## src/rtl/dpl_pkg.sv

```systemverilog
// Shared types, constants and the byte classifier for the decimal and operator lexer.
`timescale 1ns / 1ps

package dpl_pkg;

    localparam logic [7:0] CH_NUL  = 8'h00;
    localparam logic [7:0] CH_SP   = 8'h20;
    localparam logic [7:0] CH_BANG = 8'h21;
    localparam logic [7:0] CH_LT   = 8'h3C;
    localparam logic [7:0] CH_EQ   = 8'h3D;
    localparam logic [7:0] CH_GT   = 8'h3E;

    localparam logic [15:0] LEN_ONE  = 16'd1;
    localparam logic [15:0] LEN_TWO  = 16'd2;
    localparam logic [15:0] LEN_MAX  = 16'hFFFF;

    typedef enum logic [2:0] {
        CC_END,
        CC_SPACE,
        CC_DIGIT,
        CC_PAIR,
        CC_PUNCT,
        CC_BAD
    } t_char_class;

    typedef struct packed {
        logic [7:0]  ch;
        t_char_class cls;
    } t_char_beat;

    typedef enum logic [1:0] {
        MODE_IDLE,
        MODE_NUMBER,
        MODE_PENDING,
        MODE_ERROR
    } t_lex_mode;

    typedef enum logic [1:0] {
        TOK_NUM = 2'd0,
        TOK_OP  = 2'd1,
        TOK_END = 2'd2,
        TOK_BAD = 2'd3
    } t_tok_kind;

    typedef struct packed {
        t_tok_kind   kind;
        logic [15:0] start;
        logic [15:0] len;
        logic [63:0] value;
        logic [7:0]  c1;
        logic [7:0]  c2;
        logic        last;
    } t_token;

    function automatic t_char_class classify(input logic [7:0] c);
        t_char_class r;
        if (c == CH_NUL) begin
            r = CC_END;
        end else if (c == CH_SP || (c >= 8'd9 && c <= 8'd13)) begin
            r = CC_SPACE;
        end else if (c >= 8'd48 && c <= 8'd57) begin
            r = CC_DIGIT;
        end else if (c == CH_EQ || c == CH_BANG || c == CH_LT || c == CH_GT) begin
            r = CC_PAIR;
        end else if ((c >= 8'd33 && c <= 8'd47) || (c >= 8'd58 && c <= 8'd64) ||
                     (c >= 8'd91 && c <= 8'd96) || (c >= 8'd123 && c <= 8'd126)) begin
            r = CC_PUNCT;
        end else begin
            r = CC_BAD;
        end
        return r;
    endfunction

    function automatic t_token make_token(input t_tok_kind kind, input logic [15:0] start,
                                          input logic [15:0] len, input logic [63:0] value,
                                          input logic [7:0] c1, input logic [7:0] c2);
        t_token t;
        t.kind  = kind;
        t.start = start;
        t.len   = len;
        t.value = value;
        t.c1    = c1;
        t.c2    = c2;
        t.last  = 1'b0;
        return t;
    endfunction

endpackage

```

## src/rtl/dpl_fifo.sv

```systemverilog
// Two-entry queue between the classifier front and the lexer back end.
`timescale 1ns / 1ps

module dpl_fifo #(
    parameter int WIDTH = 11
) (
    input  logic             i_clk,
    input  logic             i_rst_n,
    input  logic             i_push,
    input  logic [WIDTH-1:0] i_data,
    input  logic             i_pop,
    output logic             o_full,
    output logic             o_head_valid,
    output logic [WIDTH-1:0] o_head
);

    logic [WIDTH-1:0] r_data [2];
    logic [WIDTH-1:0] n_data [2];
    logic [1:0]       r_cnt;
    logic [1:0]       n_cnt;
    logic [1:0]       kept;

    assign o_full       = (r_cnt == 2'd2);
    assign o_head_valid = (r_cnt != 2'd0);
    assign o_head       = r_data[0];

    always_comb begin
        n_data[0] = r_data[0];
        n_data[1] = r_data[1];
        kept      = r_cnt;
        if (i_pop) begin
            n_data[0] = r_data[1];
            kept      = r_cnt - 2'd1;
        end
        n_cnt = kept;
        // push only happens when not full, so the write slot is 0 or 1
        if (i_push) begin
            n_data[kept[0]] = i_data;
            n_cnt           = kept + 2'd1;
        end
    end

    always_ff @(posedge i_clk) begin
        if (!i_rst_n) begin
            r_cnt <= 2'd0;
        end else begin
            r_cnt <= n_cnt;
        end
        r_data[0] <= n_data[0];
        r_data[1] <= n_data[1];
    end

endmodule

```

## src/rtl/dpl_front.sv

```systemverilog
// Input side: takes one text byte per beat and tags it with its character class.
`timescale 1ns / 1ps

module dpl_front (
    input  logic                i_in_valid,
    input  logic [7:0]          i_text_byte,
    input  logic                i_queue_full,
    output logic                o_in_stall,
    output logic                o_push,
    output dpl_pkg::t_char_beat o_beat
);

    assign o_in_stall = i_queue_full;
    assign o_push     = i_in_valid && !i_queue_full;

    always_comb begin
        o_beat.ch  = i_text_byte;
        o_beat.cls = dpl_pkg::classify(i_text_byte);
    end

endmodule

```

## src/rtl/dpl_back.sv

```systemverilog
// Lexer back end: token state machine, number accumulator and two-slot result buffer.
`timescale 1ns / 1ps

module dpl_back #(
    parameter int OFFSET_BITS = 16
) (
    input  logic                i_clk,
    input  logic                i_rst_n,
    input  logic                i_head_valid,
    input  dpl_pkg::t_char_beat i_head,
    output logic                o_pop,
    output logic                o_out_valid,
    input  logic                i_out_stall,
    output dpl_pkg::t_token     o_token
);

    localparam int DW = OFFSET_BITS + 17;
    localparam int EW = OFFSET_BITS + 16;

    dpl_pkg::t_lex_mode      r_mode, n_mode;
    logic [OFFSET_BITS-1:0]  r_pos, n_pos;
    logic [OFFSET_BITS-1:0]  r_start, n_start;
    logic [63:0]             r_acc, n_acc;
    logic [7:0]              r_pend, n_pend;

    dpl_pkg::t_token r_out0, r_out1, n_out0, n_out1;
    logic [1:0]      r_occ, n_occ;

    logic [OFFSET_BITS-1:0] pos_inc;
    logic [EW-1:0]          pos_ext, start_ext;
    logic [DW-1:0]          diff;
    logic [15:0]            span;
    logic [67:0]            prod;
    logic [63:0]            acc_next;
    logic [3:0]             digit;
    logic                   is_eq;
    logic                   proc_idle;

    logic            have_close, have_new;
    dpl_pkg::t_token tok_close, tok_new, res0, res1;
    logic [1:0]      nres;

    logic            out_pop;
    logic [1:0]      kept;
    dpl_pkg::t_token kept0;

    assign digit   = i_head.ch[3:0];
    assign is_eq   = (i_head.ch == dpl_pkg::CH_EQ);
    assign pos_inc = (r_pos == {OFFSET_BITS{1'b1}}) ? r_pos : r_pos + OFFSET_BITS'(1);

    assign pos_ext   = {16'b0, r_pos};
    assign start_ext = {16'b0, r_start};
    assign diff      = {17'b0, r_pos} - {17'b0, r_start};
    assign span      = (diff > DW'(dpl_pkg::LEN_MAX)) ? dpl_pkg::LEN_MAX : diff[15:0];

    // acc * 10 + d; any carry into the top nibble means overflow
    assign prod     = ({4'b0, r_acc} << 3) + ({4'b0, r_acc} << 1) + 68'(digit);
    assign acc_next = (|prod[67:64]) ? {64{1'b1}} : prod[63:0];

    assign proc_idle = (r_mode == dpl_pkg::MODE_IDLE) ||
                       (r_mode == dpl_pkg::MODE_NUMBER && i_head.cls != dpl_pkg::CC_DIGIT) ||
                       (r_mode == dpl_pkg::MODE_PENDING && !is_eq);

    // results produced by the head byte
    always_comb begin
        have_close = 1'b0;
        have_new   = 1'b0;
        tok_close  = dpl_pkg::make_token(dpl_pkg::TOK_OP, start_ext[15:0], dpl_pkg::LEN_ONE,
                                         64'd0, r_pend, 8'd0);
        tok_new    = dpl_pkg::make_token(dpl_pkg::TOK_OP, pos_ext[15:0], dpl_pkg::LEN_ONE,
                                         64'd0, i_head.ch, 8'd0);
        unique case (r_mode)
            dpl_pkg::MODE_NUMBER: begin
                if (i_head.cls != dpl_pkg::CC_DIGIT) begin
                    have_close = 1'b1;
                    tok_close  = dpl_pkg::make_token(dpl_pkg::TOK_NUM, start_ext[15:0], span,
                                                     r_acc, 8'd0, 8'd0);
                end
            end
            dpl_pkg::MODE_PENDING: begin
                have_close = 1'b1;
                if (is_eq) begin
                    tok_close = dpl_pkg::make_token(dpl_pkg::TOK_OP, start_ext[15:0],
                                                    dpl_pkg::LEN_TWO, 64'd0, r_pend,
                                                    i_head.ch);
                end
            end
            dpl_pkg::MODE_IDLE,
            dpl_pkg::MODE_ERROR: begin
            end
            default: begin
            end
        endcase
        if (proc_idle) begin
            unique case (i_head.cls)
                dpl_pkg::CC_END: begin
                    have_new = 1'b1;
                    tok_new  = dpl_pkg::make_token(dpl_pkg::TOK_END, pos_ext[15:0], 16'd0,
                                                   64'd0, 8'd0, 8'd0);
                end
                dpl_pkg::CC_PUNCT: begin
                    have_new = 1'b1;
                end
                dpl_pkg::CC_BAD: begin
                    have_new     = 1'b1;
                    tok_new.kind = dpl_pkg::TOK_BAD;
                end
                dpl_pkg::CC_SPACE,
                dpl_pkg::CC_DIGIT,
                dpl_pkg::CC_PAIR: begin
                end
                default: begin
                end
            endcase
        end
        res0 = have_close ? tok_close : tok_new;
        res1 = tok_new;
        nres = {1'b0, have_close} + {1'b0, have_new};
        if (nres == 2'd1) begin
            res0.last = 1'b1;
        end
        res1.last = 1'b1;
    end

    // only take the head once the result buffer can hold all of its tokens
    assign o_pop = i_head_valid && ({1'b0, r_occ} + {1'b0, nres} <= 3'd2);

    // next lexer state
    always_comb begin
        n_mode  = r_mode;
        n_pos   = r_pos;
        n_start = r_start;
        n_acc   = r_acc;
        n_pend  = r_pend;
        if (o_pop) begin
            unique case (r_mode)
                dpl_pkg::MODE_ERROR: begin
                    if (i_head.cls == dpl_pkg::CC_END) begin
                        n_mode  = dpl_pkg::MODE_IDLE;
                        n_pos   = '0;
                        n_start = '0;
                        n_acc   = '0;
                        n_pend  = '0;
                    end
                end
                dpl_pkg::MODE_NUMBER: begin
                    if (i_head.cls == dpl_pkg::CC_DIGIT) begin
                        n_acc = acc_next;
                        n_pos = pos_inc;
                    end else begin
                        n_mode = dpl_pkg::MODE_IDLE;
                    end
                end
                dpl_pkg::MODE_PENDING: begin
                    n_mode = dpl_pkg::MODE_IDLE;
                    n_pend = '0;
                    if (is_eq) begin
                        n_pos = pos_inc;
                    end
                end
                dpl_pkg::MODE_IDLE: begin
                end
                default: begin
                end
            endcase
            if (proc_idle) begin
                unique case (i_head.cls)
                    dpl_pkg::CC_END: begin
                        n_mode  = dpl_pkg::MODE_IDLE;
                        n_pos   = '0;
                        n_start = '0;
                        n_acc   = '0;
                        n_pend  = '0;
                    end
                    dpl_pkg::CC_SPACE,
                    dpl_pkg::CC_PUNCT: begin
                        n_pos = pos_inc;
                    end
                    dpl_pkg::CC_DIGIT: begin
                        n_start = r_pos;
                        n_acc   = {60'd0, digit};
                        n_mode  = dpl_pkg::MODE_NUMBER;
                        n_pos   = pos_inc;
                    end
                    dpl_pkg::CC_PAIR: begin
                        n_start = r_pos;
                        n_pend  = i_head.ch;
                        n_mode  = dpl_pkg::MODE_PENDING;
                        n_pos   = pos_inc;
                    end
                    dpl_pkg::CC_BAD: begin
                        n_mode = dpl_pkg::MODE_ERROR;
                    end
                    default: begin
                    end
                endcase
            end
        end
    end

    // result buffer: slot 0 drives the port, slot 1 queues behind it
    assign o_out_valid = (r_occ != 2'd0);
    assign o_token     = r_out0;
    assign out_pop     = o_out_valid && !i_out_stall;

    always_comb begin
        kept0 = out_pop ? r_out1 : r_out0;
        kept  = r_occ - {1'b0, out_pop};
        n_out0 = (kept != 2'd0) ? kept0 : res0;
        if (kept == 2'd2) begin
            n_out1 = r_out1;
        end else if (kept == 2'd1) begin
            n_out1 = res0;
        end else begin
            n_out1 = res1;
        end
        n_occ = kept + (o_pop ? nres : 2'd0);
    end

    always_ff @(posedge i_clk) begin
        if (!i_rst_n) begin
            r_mode  <= dpl_pkg::MODE_IDLE;
            r_pos   <= '0;
            r_start <= '0;
            r_acc   <= '0;
            r_pend  <= '0;
            r_occ   <= 2'd0;
        end else begin
            r_mode  <= n_mode;
            r_pos   <= n_pos;
            r_start <= n_start;
            r_acc   <= n_acc;
            r_pend  <= n_pend;
            r_occ   <= n_occ;
        end
        r_out0 <= n_out0;
        r_out1 <= n_out1;
    end

endmodule

```

## src/rtl/decimal_and_punct_lexer.sv

```systemverilog
// Top level of the streaming decimal-number and operator lexer.
`timescale 1ns / 1ps

// Takes one source byte per beat (0 ends a text) and returns tokens: numbers with a
// saturating 64-bit value, one- and two-byte operators (==, !=, <=, >=), an end token,
// and an error token for an invalid byte, after which bytes are dropped until the next
// 0. Bytes enter a two-entry queue after classification; the back end takes one byte
// per cycle from it, while its two-slot output buffer has room for that byte's tokens.
// A byte is accepted every cycle while the output side keeps up; its first token is
// held in the queue register and then the output buffer register before it is shown.
// The port carries one token per beat; a byte that closes one token and starts another
// shows both in turn. Offsets use OFFSET_BITS saturating bits; 16 bits are reported.

module decimal_and_punct_lexer #(
    parameter int OFFSET_BITS = 16
) (
    input  logic        i_clk,
    input  logic        i_rst_n,
    input  logic        i_in_valid,
    output logic        o_in_stall,
    input  logic [7:0]  i_text_byte,
    output logic        o_out_valid,
    input  logic        i_out_stall,
    output logic [1:0]  o_token_kind,
    output logic [15:0] o_start_offset,
    output logic [15:0] o_token_length,
    output logic [63:0] o_number_value,
    output logic [7:0]  o_first_char,
    output logic [7:0]  o_second_char,
    output logic        o_last_of_run
);

    localparam int BW = $bits(dpl_pkg::t_char_beat);

    dpl_pkg::t_char_beat push_beat;
    dpl_pkg::t_char_beat head_beat;
    dpl_pkg::t_token     token;
    logic                push;
    logic                pop;
    logic                queue_full;
    logic                head_valid;
    logic [BW-1:0]       head_bits;

    dpl_front u_front (
        .i_in_valid   (i_in_valid),
        .i_text_byte  (i_text_byte),
        .i_queue_full (queue_full),
        .o_in_stall   (o_in_stall),
        .o_push       (push),
        .o_beat       (push_beat)
    );

    dpl_fifo #(
        .WIDTH (BW)
    ) u_fifo (
        .i_clk        (i_clk),
        .i_rst_n      (i_rst_n),
        .i_push       (push),
        .i_data       (push_beat),
        .i_pop        (pop),
        .o_full       (queue_full),
        .o_head_valid (head_valid),
        .o_head       (head_bits)
    );

    assign head_beat = head_bits;

    dpl_back #(
        .OFFSET_BITS (OFFSET_BITS)
    ) u_back (
        .i_clk        (i_clk),
        .i_rst_n      (i_rst_n),
        .i_head_valid (head_valid),
        .i_head       (head_beat),
        .o_pop        (pop),
        .o_out_valid  (o_out_valid),
        .i_out_stall  (i_out_stall),
        .o_token      (token)
    );

    assign o_token_kind   = token.kind;
    assign o_start_offset = token.start;
    assign o_token_length = token.len;
    assign o_number_value = token.value;
    assign o_first_char   = token.c1;
    assign o_second_char  = token.c2;
    assign o_last_of_run  = token.last;

endmodule
```

## config.mk

```make
export PLATFORM = sky130hd
export DESIGN_NAME = decimal_and_punct_lexer
export DESIGN_NICKNAME = d
export VERILOG_FILES = /design/src/rtl/dpl_pkg.sv /design/src/rtl/dpl_fifo.sv /design/src/rtl/dpl_front.sv /design/src/rtl/dpl_back.sv /design/src/rtl/decimal_and_punct_lexer.sv
export SDC_FILE = /design/constraint.sdc
export NUM_CORES = 1
export LEC_CHECK = 0
export ABC_AREA = 1
export BUFFER_PORTS_ARGS = -buffer_cell sky130_fd_sc_hd__buf_2
export CORE_MARGIN = 3
export CORE_UTILIZATION = 35
export DETAILED_ROUTE_END_ITERATION = 16
export PLACE_DENSITY_LB_ADDON = 0.25
export SLEW_MARGIN = 5
export SYNTH_ARGS = -nofsm -noshare
export SYNTH_HDL_FRONTEND = slang
export SYNTH_SLANG_ARGS = --single-unit
```

## constraint.sdc

```tcl
create_clock -name i_clk -period 5 [get_ports i_clk]
set_input_delay 1 -clock i_clk [delete_from_list [all_inputs] [get_ports i_clk]]
set_output_delay 1 -clock i_clk [all_outputs]
set_load 0.005 [all_outputs]
```

==> flow_summary_export.csv, run 1 <==
group,metric,value,unit
outcome,status,"finished clean",
yosys,synth_flop_cell,"edfxtp_1",
worst_setup_path,worstPathRequired,5.48,ns
worst_setup_path,crit_path_max_incr_delay,0.67,ns
yosys,synth.top_cells.by_area,"edfxtp_1, nand2_1, dfxtp_1",
placed_design,hpwl,48300,µm
floorplan,start_util,35.5,%
yosys,synthTopCellsByCount,"nand2_1, inv_1, edfxtp_1",
cts,hold_buffers,0,
worst_setup_path,cp.arrival,4.85,ns
drt,vias,20600,
drt,post_drt_wl_per_cell,15.8,µm
drt,ant_nets,0,
sta,final_hold_viol_count,0,
cts,numCtsBuffers,41,
sta,fin_skew,0.0302,ns
placed_design,gp_congestion,0.928,
pwr,irDropWorstVdd,502,µV
global_routing,antenna_found_initial,0,
sta,timing.hold.ws,0.469,ns
floorplan,die_w,265,µm
worst_setup_path,critPathLaunchType,"register",
yosys,ys_seq_elements,362,
final_layout,drive_above_1_share,8.99,%
pwr,cellLeakagePower,12.1,nW
cts,clockBufferDepth,3,
cts,cts.reportedPaths.clkPinSlew,0.06,ns
sta,tns,0,ns
yosys,synth_most_common_cell,"nand2_1",
final_layout,nNetsFinal,3442,
cts,cts_resized,0,
yosys,synth-warning-count,0,
yosys,ys_types,51,
worst_setup_path,cp_max_fo,69,
sta,period_share,87.4,%
floorplan,core_area,0.0662,mm²
placed_design,portBuffers,128,
global_routing,grt_pass1_vias,19100,
sta,fin_crit,4.37,ns
floorplan,boundaryPins,129,
floorplan,die-height,265,µm
sta,tightest_slew,1.06,ns
sta,setup_viol,0,
sta,finalMaxSlewViolations,0,
yosys,netlist_instances,3193,
drt,drt-total-wl,65700,µm
cts,clkLatencyLatePin,0.58,ns
yosys,synth_top_area_share,30.8,%
min_path,hp-class,"register to register",
final_layout,diodes,0,
worst_setup_path,worstSetupEndpointType,"register",
worst_setup_path,crit_slowest_cell,"buf_4",
pwr,p_total,0.0128,W
worst_setup_path,crit_chain,"nand4_1 > nor2_1 > nand4_1 > nand2_1 > nand2_2 > inv_2 > a21oi_1 > ha_1 > ha_1 > inv_1 > fa_1 > o21a_1 > inv_2 > buf_4 > o22ai_1 > inv_1 > nand2_1 > a21oi_1",
floorplan,num_rows,94,
yosys,synth_edf_count,241,
drt,drtIter0Drc,1561,
global_routing,grt_pass1_wl,105000,µm
final_layout,fin_util,39.8,%
yosys,async_reset_ff_share,0,%
sta,slew_headroom,29.4,%
cts,clock-sinks,362,
floorplan,dieArea,0.0704,mm²
drt,avgViaCountPerCell,4.96,
drt,first_pass_iters,5,
cts,root_buffer,"clkbuf_16",
global_routing,grt_overflow,0,
yosys,netlist_area,0.0235,mm²
cts,cts_setup_buffers,0,
yosys,ys_seq_area_share,41.0,%
sta,rsz0062_at_grt,"no",
yosys,avgSynthCellArea,7.37,µm²
sta,fmax,0.229,GHz
worst_setup_path,critPathKind,"register to register",
cts,cts_htree_levels,2,
flow_run,drv_cap,0,
global_routing,track_usage,18.3,%
drt,drc_errors,0,
final_layout,area_growth,12.0,%
cts,cts_tree,"done",
yosys,synth_top_cell_by_area,"edfxtp_1",
pwr,p_per_area,484,mW/mm²
global_routing,grt_max_degree,119,
==> sequential cells by signal (all words and copies together) (netlist names), named ones only <==
signal	cells
u_back.o_token	115
u_back.r_out1	115
u_back.r_acc	64
u_back.r_pos	16
u_back.r_start	16
u_fifo.r_data	11
u_back.r_pend	8
u_back.r_mode	2
u_back.r_occ	2
u_fifo.r_cnt	2
==> layer usage <==
layer	wire [µm]	global-route usage (%)	part of all wire [%]
met5	0	0	0
met4	1420	4.50	2.2
met3	3100	2.25	4.7
met2	28700	28.8	44
met1	32500	26.8	49
==> path summary, 6_finish.rpt <==
path                             from          endpoint  slack, ns  cells after the start
setup / recovery  u_fifo.r_data[0][6]  u_back.r_pend[6]       0.63                     18
hold / removal       u_back.r_pend[7]  u_back.r_pend[7]       0.47                      2
setup reg to reg  u_fifo.r_data[0][6]  u_back.r_pend[6]       0.63                     18
hold reg to reg      u_back.r_pend[7]  u_back.r_pend[7]       0.47                      2
==> power breakdown <==
part,total [W],internal (W),switching [W]
registers,0.00490,0.00459,0.000309
logic,0.00477,0.00122,0.00355
clock network,0.00309,0.00179,0.00129
==> worst max-delay path, delay by kind of cell (launching register included) <==
family                   cells  cell delay [ns]
flip-flops                   1             0.43
buffers and inverters        5             1.32
AO/OA/AOI/OAI                4             0.61
AND/OR/NAND/NOR              6             0.97
adder cells (fa/ha/maj)      3             0.90
==> layout make-up <==
type | instances | area (µm²)
flip-flops and latches | 362 | 9660
well taps | 864 | 1080
repair buffers | 151 | 838
clock buffers | 52 | 1110
inverters | 387 | 1460
multi-input cells | 2327 | 12000
fillers | 6883 | 39800
clock inverters | 24 | 260
==> per-stage QoR <==
stage	cell area [µm²]	setup slack [ns]	std cells
5_1_grt	26400	0.265	4167
2_1_floorplan	23500	0.427	3195
6_report	26400	0.631	4167
3_5_place_dp	25000	0.673	4091
4_1_cts	26400	0.665	4167
3_3_place_gp	25000	0.804	4091
==> cell usage in the layout (no fill, tap or decap), types with 42 or more instances in the layout <==
cell / instances
buf_2: 128
edfxtp_1: 241
o21ai_0: 189
ha_1: 155
nor2_1: 231
nor3_1: 50
nand3_1: 235
dfxtp_1: 121
nand2_1: 1032
a21oi_1: 178
clkbuf_16: 42
inv_1: 350
==> kinds of logic after synthesis <==
family	after synthesis	synth area share (%)
simple gates	1610	28.1
flops	362	41.0
buf+inv	506	8.37
other cells	1	0.0159
xor+xnor	48	1.79
compound gates	506	12.1
fa+ha+maj	160	8.64
Note: power is estimated with default switching activity, not from simulation.
==> run 2, diff against run 1 <==
PLACE_DENSITY_LB_ADDON = not set   (was 0.25)
==> run 2 against run 1 <==
  * Flip-flop and latch count stayed put
  * Clock power is 13% higher
  * Final cell count hardly changed
  * Sequential power hardly changed
  * Critical endpoint is now u_back.r_pend[5]
  * Combinational power hardly changed
  * Hold slack worse by 0.0065 ns
  * Largest power group unchanged
  * Power is 3.2% higher
  * First-iteration DRC count is 2.8% lower
  * Via count is 0.32% higher
  * Count of clock-buffer cells in the layout is 5 lower
  * Maximum frequency is 2.7% higher
  * Die area stayed put
==> flow_summary_export.csv, run 2 (synthesis gave the netlist of run 1 again) <==
group,metric,value,unit
cts,clockBufferDepth,3,
cts,cts_htree_levels,2,
worst_setup_path,worstPathRequired,5.51,ns
sta,rsz0062_at_grt,"no",
drt,vias,20700,
floorplan,num_rows,94,
final_layout,nNetsFinal,3444,
outcome,status,"finished clean",
cts,clkLatencyLatePin,0.58,ns
sta,fin_crit,4.26,ns
pwr,p_total,0.0132,W
drt,drt-total-wl,65200,µm
cts,hold_buffers,0,
worst_setup_path,cp.arrival,4.77,ns
pwr,cellLeakagePower,12.2,nW
pwr,p_per_area,496,mW/mm²
placed_design,portBuffers,128,
sta,fmax,0.235,GHz
global_routing,track_usage,18.2,%
cts,root_buffer,"clkbuf_16",
floorplan,start_util,35.5,%
cts,numCtsBuffers,42,
sta,period_share,85.1,%
global_routing,gr-usage-met2,28.5,%
global_routing,grt_pass1_vias,19200,
sta,slew_headroom,34.0,%
final_layout,design_area,0.0266,mm²
global_routing,grt_pass1_wl,105000,µm
drt,post_drt_wl_per_cell,15.6,µm
sta,setup_viol,0,
worst_setup_path,critPathKind,"register to register",
floorplan,dieArea,0.0704,mm²
floorplan,die-height,265,µm
worst_setup_path,cp_max_fo,67,
global_routing,grt_most_used_layer,"met2",
min_path,hp-class,"register to register",
sta,fin_skew,0.0340,ns
worst_setup_path,worstSetupEndpointType,"register",
sta,finalMaxSlewViolations,0,
global_routing,grt_max_degree,108,
final_layout,drive_above_1_share,9.11,%
global_routing,use_met3,2.64,%
sta,final_hold_viol_count,0,
floorplan,boundaryPins,129,
sta,tightest_slew,0.991,ns
drt,drc_errors,0,
worst_setup_path,critPathLaunchType,"register",
global_routing,grt_overflow,0,
cts,cts_resized,0,
floorplan,core_area,0.0662,mm²
cts,cts.reportedPaths.clkPinSlew,0.07,ns
cts,cts_tree,"done",
sta,timing.hold.ws,0.462,ns
flow_run,drv_cap,0,
placed_design,hpwl,48200,µm
drt,avgViaCountPerCell,4.97,
final_layout,final_cell_mix,"nand2_1, inv_1, edfxtp_1",
drt,first_pass_iters,7,
drt,drtIter0Drc,1517,
drt,ant_nets,0,
final_layout,area_growth,12.9,%
cts,clock-sinks,362,
placed_design,placed_area,0.0250,mm²
floorplan,die_w,265,µm
final_layout,layout_commonest_cell,"nand2_1",
pwr,irDropWorstVdd,584,µV
placed_design,gp_congestion,0.923,
global_routing,antenna_found_initial,1,
cts,cts_setup_buffers,0,
global_routing,grt_use_met1,26.4,%
sta,tns,0,ns
final_layout,diodes,0,
## run 2: changes by cell type in the layout (fill, tap and decap cells not counted), sizes merged
| cell | delta |
|---|---|
| buf | +1 |
| clkinvlp | -2 |
| inv | +1 |
| clkbuf | -5 |
| clkinv | -2 |
| bufinv | +8 |
## run 2: where the power goes
group	leakage [nW]	switching, W	total (W)	internal [W]
sequential	3.61	0.000314	0.00491	0.00460
combinational	7.87	0.00355	0.00478	0.00124
clock	0.750	0.00130	0.00348	0.00217
## run 2: layout make-up
type | instances | area (µm²)
Clock buffer | 47 | 1070
Clock inverter | 29 | 478
Fill cell | 6928 | 39700
Inverter | 387 | 1460
Multi-Input combinational cell | 2327 | 12000
Sequential cell | 362 | 9660
Tap cell | 864 | 1080
Timing Repair Buffer | 152 | 858
## run 2: worst paths after layout
check                      start                to  slack, ns  cells past startpoint
min reg2reg     u_back.r_pend[1]  u_back.r_pend[1]       0.46                      2
max reg2reg  u_fifo.r_data[0][6]  u_back.r_pend[5]       0.74                     18
max          u_fifo.r_data[0][6]  u_back.r_pend[5]       0.74                     18
min             u_back.r_pend[1]  u_back.r_pend[1]       0.46                      2
## run 2: worst max-delay path: stages (launching register included)
cell and delay [ns]:
dfxtp_1 0.44, nand4_1 0.12, nor2_1 0.11, nand4_1 0.25
nand2_1 0.21, nand2_2 0.13, inv_2 0.11, a21oi_1 0.05
ha_1 0.31, ha_1 0.18, inv_1 0.07, fa_1 0.41
o21a_1 0.22, inv_2 0.25, buf_4 0.66, o22ai_1 0.20
inv_1 0.26, nand2_1 0.10, a21oi_1 0.12
## run 2: routing by layer
layer | up-vias | share of wire [%] | wire [µm]
met5 | - | 0.020 | 13
met1 | 9527 | 49 | 32100
li1 | 10700 | - | -
met3 | 86 | 4.9 | 3220
met4 | 2 | 2.3 | 1520
met2 | 423 | 43 | 28300
## run 2: through the flow
step | util [%] | setup slack [ns] | cells
after global placement | 37.8 | 0.894 | 4092
after detailed placement | 37.8 | 0.773 | 4092
final | 40.1 | 0.745 | 4168
after floorplan | - | 0.427 | 3195
after CTS | 40.1 | 0.751 | 4168
after global routing | 40.1 | 0.355 | 4168
==> run 3, diff against run 2 <==
SYNTH_HIERARCHICAL = 1   (was not set)
==> run 3 against run 2 <==
  * Clock power shrank 12%
  * Setup slack lost 0.071 ns
  * Combinational power up 4%
==> flow_summary_export.csv, run 3 <==
group,metric,value,unit
pwr,p_total,0.0128,W
yosys,avgSynthCellArea,7.47,µm²
floorplan,start_util,35.7,%
drt,avgViaCountPerCell,4.96,
worst_setup_path,cp_max_fo,16,
worst_setup_path,reg2regPathDepth,20,
pwr,switchingPower,0.00527,W
floorplan,boundaryPins,129,
yosys,synth_flop_cell,"edfxtp_1",
pwr,cellLeakagePower,12.2,nW
cts,cts_setup_buffers,0,
cts,numCtsBuffers,42,
yosys,synthTopCellsByCount,"nand2_1, inv_1, edfxtp_1",
global_routing,grt_pass1_vias,20000,
global_routing,antenna_found_initial,0,
cts,clkLatencyLatePin,0.58,ns
floorplan,die_w,270,µm
global_routing,grt_max_degree,132,
cts,cts_htree_levels,2,
floorplan,die-height,270,µm
sta,rsz0062_at_grt,"no",
worst_setup_path,worstPathRequired,5.46,ns
pwr,clockPowerShare,23.8,%
flow_run,drv_cap,0,
yosys,netlist_instances,3253,
worst_setup_path,critPathKind,"register to register",
final_layout,final_cell_mix,"nand2_1, inv_1, edfxtp_1",
floorplan,core_area,0.0680,mm²
outcome,status,"finished clean",
pwr,p_int,0.00756,W
yosys,ys_seq_area_share,39.7,%
sta,tightest_slew,0.992,ns
yosys,synth-warning-count,6,
cts,clock-sinks,362,
worst_setup_path,cp.arrival,4.79,ns
sta,final_hold_viol_count,0,
drt,ant_nets,0,
pwr,irDropWorstVdd,607,µV
drt,drc_errors,0,
yosys,netlist_area,0.0243,mm²
yosys,synth_top_area_share,29.8,%
final_layout,layout_commonest_cell,"nand2_1",
sta,timing.hold.ws,0.477,ns
pwr,p_seq_share,37.4,%
cts,cts_resized,0,
cts,clockBufferDepth,3,
sta,tns,0,ns
worst_setup_path,worstSetupEndpointType,"register",
final_layout,fin_util,39.7,%
sta,slew_headroom,33.9,%
yosys,async_reset_ff_share,0,%
drt,drtIter0Drc,1341,
worst_setup_path,critPathLaunchType,"register",
drt,first_pass_iters,5,
pwr,p_per_area,475,mW/mm²
sta,setup_viol,0,
final_layout,diodes,0,
yosys,synth_top_cell_by_area,"edfxtp_1",
cts,cts.reportedPaths.clkPinSlew,0.06,ns
yosys,ys_types,56,
cts,root_buffer,"clkbuf_16",
final_layout,drive_above_1_share,10.3,%
min_path,hold_depth,2,
pwr,combPwrFrac,38.8,%
drt,vias,21100,
sta,finalMaxSlewViolations,0,
drt,drt-total-wl,69400,µm
cts,hold_buffers,0,
floorplan,num_rows,95,
yosys,synth_edf_count,241,
placed_design,gp_congestion,0.985,
cts,cts_tree,"done",
sta,fmax,0.231,GHz
sta,period_share,86.5,%
global_routing,track_usage,18.8,%
sta,fin_skew,0.0182,ns
sta,fin_crit,4.33,ns
global_routing,grt_pass1_wl,112000,µm
min_path,hp-class,"register to register",
final_layout,area_growth,11.1,%
floorplan,dieArea,0.0726,mm²
yosys,ys_seq_elements,362,
final_layout,nNetsFinal,3477,
placed_design,portBuffers,128,
pwr,switching_share,41.1,%
yosys,synth.top_cells.by_area,"edfxtp_1, nand2_1, dfxtp_1",
global_routing,grt_overflow,0,
placed_design,hpwl,50300,µm
drt,post_drt_wl_per_cell,16.3,µm
yosys,synth_most_common_cell,"nand2_1",
## run 3: final cells by class
| cell class | instances | area (µm²) |
|---|---|---|
| Clock inverter | 19 | 203 |
| Inverter | 429 | 1620 |
| Multi-Input combinational cell | 2320 | 12400 |
| Tap cell | 921 | 1150 |
| Clock buffer | 59 | 1140 |
| Sequential cell | 362 | 9660 |
| Timing Repair Buffer | 151 | 876 |
| Fill cell | 7198 | 41000 |
## run 3: power by group through the flow
stage	registers, W	logic (W)	clock network [W]
CTS	0.00481	0.00506	0.00314
detailed placement	0.00487	0.00504	0
floorplan	0.00487	0.00334	0
finish	0.00480	0.00498	0.00305
global placement	0.00486	0.00503	0
global route	0.00491	0.00557	0.00325
## run 3: per-layer routing
metal  vias to the layer above  part of all wire, %  global-route usage (%)  wire (µm)
met2                       475                   48                    32.6      33100
met5                         -                    0                       0          0
li1                      10800                    -                       -          -
met3                        88                  4.3                    2.17       3020
met4                         0                  2.3                    4.95       1610
met1                      9744                   46                    24.8      31700
## run 3: final timing paths
check | slack (ns) | startpoint | to
max | 0.67 | u_back/r_mode[0] | u_back/r_start[14]
min | 0.48 | u_back/r_pend[5] | u_back/r_pend[5]
max reg2reg | 0.67 | u_back/r_mode[0] | u_back/r_start[14]
min reg2reg | 0.48 | u_back/r_pend[5] | u_back/r_pend[5]
## run 3: through the flow
step | cells | setup slack, ns | area [µm²]
finish | 4261 | 0.674 | 27000
floorplan | 3255 | 0.427 | 24300
detailed placement | 4183 | 0.701 | 25700
CTS | 4261 | 0.699 | 27000
global route | 4261 | 0.359 | 27000
global placement | 4183 | 0.862 | 25700
## run 3: cells by family (layout without fill, tap and decap cells)
family | Yosys count | in the layout | share of synthesized area, %
AOI/OAI and AO/OA | 568 | 568 | 14.2
xor gates and xnor gates | 59 | 59 | 2.13
adders and majority gates | 159 | 159 | 8.31
buffers and inverters | 573 | 658 | 9.64
DFF | 362 | 362 | 39.7
other | 1 | 3 | 0.0154
and+or+nand+nor | 1531 | 1531 | 25.9
## run 3: worst max-delay path, stage by stage, from the launching register on
cell	delay, ns
dfxtp_1	0.37
inv_1	0.08
ha_1	0.37
nand2_1	0.18
nand2_1	0.11
nor2_2	0.22
nor3_1	0.10
ha_1	0.31
ha_1	0.14
inv_1	0.04
fa_1	0.47
inv_1	0.05
a21oi_2	0.35
inv_2	0.18
nor2_1	0.46
nand2_1	0.18
o31ai_2	0.10
buf_4	0.27
o22ai_1	0.10
inv_1	0.06
nor2_1	0.03
